==> config.mk <==
export PLATFORM = sky130hd
export DESIGN_NAME = sorted_set_table
export DESIGN_NICKNAME = d
export VERILOG_FILES = /design/src/hdl/sst_pkg.sv /design/src/hdl/sorted_set_table.sv
export SDC_FILE = /design/constraint.sdc
export NUM_CORES = 1
export LEC_CHECK = 0
export ABC_AREA = 1
export BUFFER_PORTS_ARGS = -buffer_cell sky130_fd_sc_hd__buf_2
export CAP_MARGIN = 15
export CORE_MARGIN = 5
export CORE_UTILIZATION = 38
export CTS_CLUSTER_SIZE = 40
export DETAILED_ROUTE_END_ITERATION = 8
export PLACE_DENSITY_LB_ADDON = 0.15
export SETUP_SLACK_MARGIN = 0.3
export SLEW_MARGIN = 20
export SYNTH_ARGS = -nofsm -noshare
export SYNTH_HDL_FRONTEND = slang
export SYNTH_SLANG_ARGS = --single-unit
export TNS_END_PERCENT = 30
==> constraint.sdc <==
create_clock -name clk -period 5.6 [get_ports clk]
set_clock_uncertainty 0.2 [all_clocks]
set_input_delay 0.28 -clock clk [delete_from_list [all_inputs] [get_ports clk]]
set_output_delay 0.28 -clock clk [all_outputs]
set_load 0.02 [all_outputs]
==> src/hdl/sst_pkg.sv <==
package sst_pkg;

  localparam int FUNC_W  = 3;
  localparam int DATA_W  = 32;
  localparam int INDEX_W = 4;
  localparam int STAT_W  = 3;

  localparam logic signed [DATA_W-1:0] INT_MAX = 32'sh7FFF_FFFF;

  localparam logic [FUNC_W-1:0] FN_CLEAR    = 3'd0;
  localparam logic [FUNC_W-1:0] FN_ADD      = 3'd1;
  localparam logic [FUNC_W-1:0] FN_ERASE    = 3'd2;
  localparam logic [FUNC_W-1:0] FN_CONTAINS = 3'd3;
  localparam logic [FUNC_W-1:0] FN_GET      = 3'd4;

  localparam logic [STAT_W-1:0] ST_OK     = 3'd0;
  localparam logic [STAT_W-1:0] ST_FULL   = 3'd1;
  localparam logic [STAT_W-1:0] ST_DUP    = 3'd2;
  localparam logic [STAT_W-1:0] ST_ABSENT = 3'd3;
  localparam logic [STAT_W-1:0] ST_RANGE  = 3'd4;

  typedef enum logic [3:0] {
    S_IDLE,
    S_SCAN_RD,
    S_SCAN_CHK,
    S_EXEC,
    S_INS_RD,
    S_INS_WR,
    S_DEL_RD,
    S_DEL_WR,
    S_GET,
    S_DONE
  } state_t;

endpackage

==> src/hdl/sorted_set_table.sv <==
// Sorted set of distinct signed 32-bit values held in one synchronous RAM in
// ascending order. An operation arrives on the in_ channel (func, value, index)
// and produces exactly one transfer on the out_ channel carrying the smallest
// member, the member count, whether value was a member beforehand, the entry
// read by a get, and a status code.
// One operation is handled at a time; in_stall is high from the accepted
// transfer until the result has been loaded into the output register.
// Every operation first scans the table from position 0 until it meets an
// entry not below value or reaches the count, reading each entry visited from
// RAM and then comparing it. A successful add then moves every entry above the
// insertion point up by one and an erase of a member moves every entry above
// the removed one down by one, reading each moved entry and writing it back.
// A get with an index below the count reads that entry through state S_GET.
// The next operation can be accepted in the cycle after the result is loaded.
// The output register holds a finished result while out_stall is high; the
// next operation is accepted meanwhile and waits at its end for the register.
// Synchronous reset empties the set and drops any result not yet transferred.
// No clearing pass is needed; RAM contents are only read below the count.
module sorted_set_table #(
  parameter int CAPACITY = 16
) (
  input  logic                                  clk,
  input  logic                                  rst_n,
  input  logic                                  in_valid,
  output logic                                  in_stall,
  input  logic        [sst_pkg::FUNC_W-1:0]     in_func,
  input  logic signed [sst_pkg::DATA_W-1:0]     in_value,
  input  logic        [sst_pkg::INDEX_W-1:0]    in_index,
  output logic                                  out_valid,
  input  logic                                  out_stall,
  output logic signed [sst_pkg::DATA_W-1:0]     out_min_value,
  output logic        [$clog2(CAPACITY+1)-1:0]  out_count,
  output logic                                  out_found,
  output logic signed [sst_pkg::DATA_W-1:0]     out_read_value,
  output logic        [sst_pkg::STAT_W-1:0]     out_status
);
  import sst_pkg::*;

  localparam int AW    = $clog2(CAPACITY);
  localparam int CNT_W = $clog2(CAPACITY + 1);
  localparam int CMP_W = (CNT_W > INDEX_W) ? CNT_W : INDEX_W;

  logic signed [DATA_W-1:0] mem [CAPACITY];

  state_t state_r, state_nxt;

  logic        [FUNC_W-1:0]  func_r;
  logic signed [DATA_W-1:0]  value_r;
  logic        [INDEX_W-1:0] index_r;

  logic [CNT_W-1:0]         ptr_r, ptr_nxt;
  logic [CNT_W-1:0]         wp_r, wp_nxt;
  logic [CNT_W-1:0]         count_r, count_nxt;
  logic                     found_r, found_nxt;
  logic [STAT_W-1:0]        status_r, status_nxt;
  logic signed [DATA_W-1:0] read_r, read_nxt;
  logic signed [DATA_W-1:0] min_r, min_nxt;
  logic signed [DATA_W-1:0] rd_data_r;

  logic                     mem_we, mem_re;
  logic [AW-1:0]            mem_waddr, mem_raddr;
  logic signed [DATA_W-1:0] mem_wdata;

  logic                     out_valid_r;
  logic signed [DATA_W-1:0] out_min_r, out_read_r;
  logic [CNT_W-1:0]         out_count_r;
  logic                     out_found_r;
  logic [STAT_W-1:0]        out_status_r;

  logic in_take, out_free, out_load;
  logic rd_eq, rd_gt, full, idx_ok, del_last, ins_here;

  assign in_take  = (state_r == S_IDLE) && in_valid;
  assign out_free = !out_valid_r || !out_stall;
  assign out_load = (state_r == S_DONE) && out_free;
  assign rd_eq    = (rd_data_r == value_r);
  assign rd_gt    = (value_r < rd_data_r);
  assign full     = (count_r == CNT_W'(CAPACITY));
  assign idx_ok   = (CMP_W'(index_r) < CMP_W'(count_r));
  assign del_last = ((wp_r + CNT_W'(1)) == count_r);
  assign ins_here = (wp_r == ptr_r);

  always_comb begin
    state_nxt = state_r;
    unique case (state_r)
      S_IDLE:     if (in_valid) state_nxt = S_SCAN_RD;
      S_SCAN_RD:  state_nxt = (ptr_r == count_r) ? S_EXEC : S_SCAN_CHK;
      S_SCAN_CHK: state_nxt = (rd_eq || rd_gt) ? S_EXEC : S_SCAN_RD;
      S_EXEC: begin
        unique case (func_r)
          FN_ADD:   state_nxt = (found_r || full) ? S_DONE : S_INS_RD;
          FN_ERASE: state_nxt = found_r ? S_DEL_RD : S_DONE;
          FN_GET:   state_nxt = idx_ok ? S_GET : S_DONE;
          default:  state_nxt = S_DONE;
        endcase
      end
      S_INS_RD:   state_nxt = ins_here ? S_DONE : S_INS_WR;
      S_INS_WR:   state_nxt = S_INS_RD;
      S_DEL_RD:   state_nxt = del_last ? S_DONE : S_DEL_WR;
      S_DEL_WR:   state_nxt = S_DEL_RD;
      S_GET:      state_nxt = S_DONE;
      S_DONE:     if (out_free) state_nxt = S_IDLE;
      default:    state_nxt = S_IDLE;
    endcase
  end

  always_comb begin
    ptr_nxt    = ptr_r;
    wp_nxt     = wp_r;
    count_nxt  = count_r;
    found_nxt  = found_r;
    status_nxt = status_r;
    read_nxt   = read_r;
    mem_we     = 1'b0;
    mem_waddr  = '0;
    mem_wdata  = value_r;
    mem_re     = 1'b0;
    mem_raddr  = '0;
    unique case (state_r)
      S_IDLE: begin
        if (in_valid) begin
          ptr_nxt    = '0;
          found_nxt  = 1'b0;
          status_nxt = ST_OK;
          read_nxt   = '0;
        end
      end
      S_SCAN_RD: begin
        if (ptr_r != count_r) begin
          mem_re    = 1'b1;
          mem_raddr = AW'(ptr_r);
        end
      end
      S_SCAN_CHK: begin
        if (rd_eq) begin
          found_nxt = 1'b1;
        end else if (!rd_gt) begin
          ptr_nxt = ptr_r + CNT_W'(1);
        end
      end
      S_EXEC: begin
        unique case (func_r)
          FN_CLEAR: count_nxt = '0;
          FN_ADD: begin
            if (found_r) begin
              status_nxt = ST_DUP;
            end else if (full) begin
              status_nxt = ST_FULL;
            end else begin
              wp_nxt = count_r;
            end
          end
          FN_ERASE: begin
            if (!found_r) begin
              status_nxt = ST_ABSENT;
            end else begin
              wp_nxt = ptr_r;
            end
          end
          FN_GET: begin
            if (idx_ok) begin
              mem_re    = 1'b1;
              mem_raddr = AW'(index_r);
            end else begin
              status_nxt = ST_RANGE;
            end
          end
          default: ;
        endcase
      end
      S_INS_RD: begin
        if (ins_here) begin
          mem_we    = 1'b1;
          mem_waddr = AW'(ptr_r);
          mem_wdata = value_r;
          count_nxt = count_r + CNT_W'(1);
        end else begin
          mem_re    = 1'b1;
          mem_raddr = AW'(wp_r - CNT_W'(1));
        end
      end
      S_INS_WR: begin
        mem_we    = 1'b1;
        mem_waddr = AW'(wp_r);
        mem_wdata = rd_data_r;
        wp_nxt    = wp_r - CNT_W'(1);
      end
      S_DEL_RD: begin
        if (del_last) begin
          count_nxt = count_r - CNT_W'(1);
        end else begin
          mem_re    = 1'b1;
          mem_raddr = AW'(wp_r + CNT_W'(1));
        end
      end
      S_DEL_WR: begin
        mem_we    = 1'b1;
        mem_waddr = AW'(wp_r);
        mem_wdata = rd_data_r;
        wp_nxt    = wp_r + CNT_W'(1);
      end
      S_GET:   read_nxt = rd_data_r;
      S_DONE:  ;
      default: ;
    endcase
  end

  // The smallest member is mirrored in a register whenever position 0 is written.
  always_comb begin
    min_nxt = min_r;
    if (mem_we && (mem_waddr == '0)) begin
      min_nxt = mem_wdata;
    end
  end

  always_ff @(posedge clk) begin
    if (mem_we) begin
      mem[mem_waddr] <= mem_wdata;
    end
    if (mem_re) begin
      rd_data_r <= mem[mem_raddr];
    end
  end

  always_ff @(posedge clk) begin
    if (!rst_n) begin
      state_r     <= S_IDLE;
      count_r     <= '0;
      out_valid_r <= 1'b0;
    end else begin
      state_r <= state_nxt;
      count_r <= count_nxt;
      if (out_load) begin
        out_valid_r <= 1'b1;
      end else if (!out_stall) begin
        out_valid_r <= 1'b0;
      end
    end
  end

  always_ff @(posedge clk) begin
    if (in_take) begin
      func_r  <= in_func;
      value_r <= in_value;
      index_r <= in_index;
    end
    ptr_r    <= ptr_nxt;
    wp_r     <= wp_nxt;
    found_r  <= found_nxt;
    status_r <= status_nxt;
    read_r   <= read_nxt;
    min_r    <= min_nxt;
    if (out_load) begin
      out_min_r    <= (count_r != '0) ? min_r : INT_MAX;
      out_count_r  <= count_r;
      out_found_r  <= found_r;
      out_read_r   <= read_r;
      out_status_r <= status_r;
    end
  end

  assign in_stall       = (state_r != S_IDLE);
  assign out_valid      = out_valid_r;
  assign out_min_value  = out_min_r;
  assign out_count      = out_count_r;
  assign out_found      = out_found_r;
  assign out_read_value = out_read_r;
  assign out_status     = out_status_r;

  a_count_bound: assert property (@(posedge clk) disable iff (!rst_n)
    count_r <= CNT_W'(CAPACITY))
    else $error("member count exceeds capacity");

  a_scan_no_write: assert property (@(posedge clk) disable iff (!rst_n)
    (state_r == S_SCAN_RD || state_r == S_SCAN_CHK) |-> !mem_we)
    else $error("table written during scan");

  a_result_from_done: assert property (@(posedge clk) disable iff (!rst_n)
    $rose(out_valid_r) |-> $past(state_r == S_DONE))
    else $error("result loaded outside completion");

  a_no_rw_overlap: assert property (@(posedge clk) disable iff (!rst_n)
    !(mem_we && mem_re))
    else $error("read and write issued in the same cycle");

endmodule
==> results.sh <==
export IMPL_clk_latency_ns=0.61
export IMPL_timing_critical_path_to_type="flip-flop"
export IMPL_max_slew_worst_pin_slew_ns=1.16
export IMPL_synth_sequential_area_ratio_pct=66.8
export IMPL_cts_root_buf="sky130_fd_sc_hd__clkbuf_16"
export IMPL_main_synth_ff_type="sky130_fd_sc_hd__edfxtp_1"
export IMPL_utilization_pct=44.3
export IMPL_regToRegSetupSlack_ns=1.43
export IMPL_post_cts_repair_setup_buffers=0
export IMPL_vias_per_cell=5.23
export IMPL_pwr_density_cell_mw_per_mm2=350
export IMPL_drt_wirelength_per_cell_um=21.5
export IMPL_synth_enable_flop_cells=702
export IMPL_netlist_area_mm2=0.0318
export IMPL_detail_route_wirelength_um=91500
export IMPL_synthDominantCellAreaShare_pct=66.2
export IMPL_timing_hold_ws_ns=0.181
export IMPL_avgSynthCellArea_um2=10.7
export IMPL_syn_instance_count=2975
export IMPL_timing_setup_tns_ns=0
export IMPL_leakagePower_nw=15.2
export IMPL_groute_usage_overall_pct=19.9
export IMPL_footprint_of_the_flip_flops_and_latches_mm2=0.0213
export IMPL_drt_first_iter_violations=2106
export IMPL_post_route_cell_area_mm2=0.0369
export IMPL_layout_area_overhead_vs_synth_pct=15.9
export IMPL_initial_antenna_violation_count=0
export IMPL_rsz0062_at_grt="false"
export IMPL_io_buf_count=117
export IMPL_setup_violations=0
export IMPL_setup_slack_ns=1.43
export IMPL_finalWeightedCongestion=0.861
export IMPL_ys_async_sr_fraction_pct=0
export IMPL_max_fo_critical_path=49
export IMPL_clkSlewWorstSetupHoldPaths_ns=0.06
export IMPL_drt_drc_violations_left=0
export IMPL_final_nets=3197
export IMPL_drt_pass1_iterations=6
export IMPL_ir_worst_vdd_mv=0.214
export IMPL_min_period_over_period_pct=74.5
export IMPL_crit_type="reg -> reg"
export IMPL_fp_dieW_um=300
export IMPL_layout_cells_sized_above_1_pct=10.8
export IMPL_tritoncts_num_sinks=712
export IMPL_start_kind="flip-flop"
export IMPL_final_min_clock_period_ns=4.17
export IMPL_timing_fmax_mhz=240
export IMPL_synth_ff_latch_count=712
export IMPL_beginning_of_the_worst_register_to_register_path="count_r[3]"
export IMPL_gr_total_overflow=0
export IMPL_arrival_ns=4.44
export IMPL_final_common_cell="sky130_fd_sc_hd__edfxtp_1"
export IMPL_cap_violations=0
export IMPL_yosys_warnings=0
export IMPL_slew_viol_final=0
export IMPL_finalNonFillerCells=4254
export IMPL_floorplan_row_count=106
export IMPL_clock_tree_from_tritoncts="done"
export IMPL_status="finished clean"
export IMPL_final_cell_mix="sky130_fd_sc_hd__edfxtp_1, sky130_fd_sc_hd__inv_1, sky130_fd_sc_hd__nand3_1, sky130_fd_sc_hd__nand2_1, sky130_fd_sc_hd__nand4_1"
export IMPL_multi_input_area_mm2=0.00764
export IMPL_cp_required_ns=5.87
export IMPL_hp_start="in_index[3]"
export IMPL_dpl_hpwl_um=51500
export IMPL_place_area_mm2=0.0339
export IMPL_design_power_total_mw=12.9
export IMPL_max_slew_margin_pct=22.0
export IMPL_synth_top_area_cell="sky130_fd_sc_hd__edfxtp_1"
export IMPL_placedCellCount=4070
export IMPL_ctsHtreeMaxLevel=3
export IMPL_cts_buffers=78
export IMPL_top_level_ports=118
export IMPL_die_outline_area_mm2=0.0897
export IMPL_filler_cell_count=7744
export IMPL_first_global_vias=21200
export IMPL_synth_top_cells_by_area="sky130_fd_sc_hd__edfxtp_1, sky130_fd_sc_hd__nand3_1, sky130_fd_sc_hd__inv_1, sky130_fd_sc_hd__nand2_1, sky130_fd_sc_hd__nand4_1"
export IMPL_preCtsSetupSlack_ns=1.48
export IMPL_synth_nets=3060
export IMPL_num_vias=22200
export IMPL_grt_max_degree=199
export IMPL_fp_coreArea_mm2=0.0834
export IMPL_timing_critical_path_from="count_r[3]"
export IMPL_floorplan_initialDensity_pct=38.2
export IMPL_die_y_um=300
export IMPL_final_hold_viol_count=0
export IMPL_grt_first_pass_wirelength_um=137000
export IMPL_hold_class="in -> reg"
export IMPL_yosysUniqueCellTypes=38
export IMPL_drtAntennaViolNets=0
export IMPL_cts_buffer_depth=3
-- synth_stat cells, types with 2 or more instances --
master                     instances
sky130_fd_sc_hd__a211oi_1          2
sky130_fd_sc_hd__a21oi_1          33
sky130_fd_sc_hd__a22oi_1           2
sky130_fd_sc_hd__buf_1             8
sky130_fd_sc_hd__buf_2           103
sky130_fd_sc_hd__clkbuf_1         66
sky130_fd_sc_hd__dfxtp_1          10
sky130_fd_sc_hd__edfxtp_1        702
sky130_fd_sc_hd__ha_1             41
sky130_fd_sc_hd__inv_1           606
sky130_fd_sc_hd__inv_2            11
sky130_fd_sc_hd__nand2_1         457
sky130_fd_sc_hd__nand3_1         483
sky130_fd_sc_hd__nand3_2           3
sky130_fd_sc_hd__nand4_1         266
sky130_fd_sc_hd__nor2_1           86
sky130_fd_sc_hd__nor2_4            2
sky130_fd_sc_hd__nor3_1            8
sky130_fd_sc_hd__nor4_1            4
sky130_fd_sc_hd__o21ai_0          49
sky130_fd_sc_hd__o21bai_1          2
sky130_fd_sc_hd__o221ai_1          3
sky130_fd_sc_hd__o22ai_1           4
sky130_fd_sc_hd__o31ai_1           2
sky130_fd_sc_hd__xnor2_1           4
sky130_fd_sc_hd__xor2_1            6
-- per-layer routing --
layer	vias to the layer above	GRT usage (%)	share of wire [%]
li1	10400	-	-
met1	10900	28.6	44
met2	801	31.7	46
met3	130	2.99	7.1
met4	0	5.66	2.2
met5	-	0	0
-- report_power, final --
group	leakage (nW)	switching, mW	internal [mW]
combinational	7.44	1.07	0.447
clock	1.27	2.10	3.13
sequential	6.46	0.0873	6.10
total	15.2	3.25	9.68
-- repair_timing --
action	in CTS	in global routing
hold buffers	42	0
gates resized for setup	0	0
setup endpoints to repair	0	0
hold endpoints to repair	50	0
-- worst paths after layout --
kind,cells after the start,endpoint
min,2,index_r[3]
min reg2reg,0,out_read_value[14]
max reg2reg,17,rd_data_r[6]
max,17,rd_data_r[6]
-- sequential cells by signal (all words and copies together) (netlist names) --
signal	count
read_r	32
ptr_r	5
rd_data_r	32
index_r	4
status_r	3
func_r	3
state_r	4
out_found	1
out_status	3
wp_r	5
out_count	5
mem	512
value_r	32
found_r	1
count_r	5
out_min_value	32
out_valid	1
out_read_value	32
-- logic make-up (layout without fill, tap and decap cells) --
| logic type | Yosys count | in the layout | share of synthesized area, % |
|---|---|---|---|
| AOI/OAI and AO/OA | 104 | 104 | 1.81 |
| xor gates and xnor gates | 10 | 10 | 0.275 |
| buffers and inverters | 796 | 994 | 9.80 |
| adders and majority gates | 42 | 42 | 1.67 |
| other | 0 | 1 | 0 |
| DFF | 712 | 712 | 66.8 |
| and+or+nand+nor | 1311 | 1311 | 19.6 |
-- worst max-delay path, stage by stage, from the launching register on --
cell                      delay, ns
sky130_fd_sc_hd__dfxtp_1       0.52
sky130_fd_sc_hd__inv_1         0.21
sky130_fd_sc_hd__ha_1          0.32
sky130_fd_sc_hd__inv_1         0.03
sky130_fd_sc_hd__nor2_1        0.12
sky130_fd_sc_hd__nand4_1       0.12
sky130_fd_sc_hd__nand2_1       0.12
sky130_fd_sc_hd__inv_1         0.06
sky130_fd_sc_hd__nand2_1       0.12
sky130_fd_sc_hd__nor2_1        0.07
sky130_fd_sc_hd__nor2_1        0.18
sky130_fd_sc_hd__nand2_4       0.44
sky130_fd_sc_hd__inv_4         0.63
sky130_fd_sc_hd__buf_4         0.41
sky130_fd_sc_hd__nand3_1       0.12
sky130_fd_sc_hd__nand3_1       0.10
sky130_fd_sc_hd__nand3_1       0.08
sky130_fd_sc_hd__nand2_1       0.11
-- layout make-up --
class,count,area share (%)
Sequential cell,712,57.6
Multi-Input combinational cell,1467,20.7
Inverter,618,6.31
Clock buffer,101,5.84
Timing Repair Buffer,235,4.68
Tap cell,1080,3.66
Clock inverter,40,1.17
Antenna cell,1,0.00678
(Power assumes the default switching activity.)
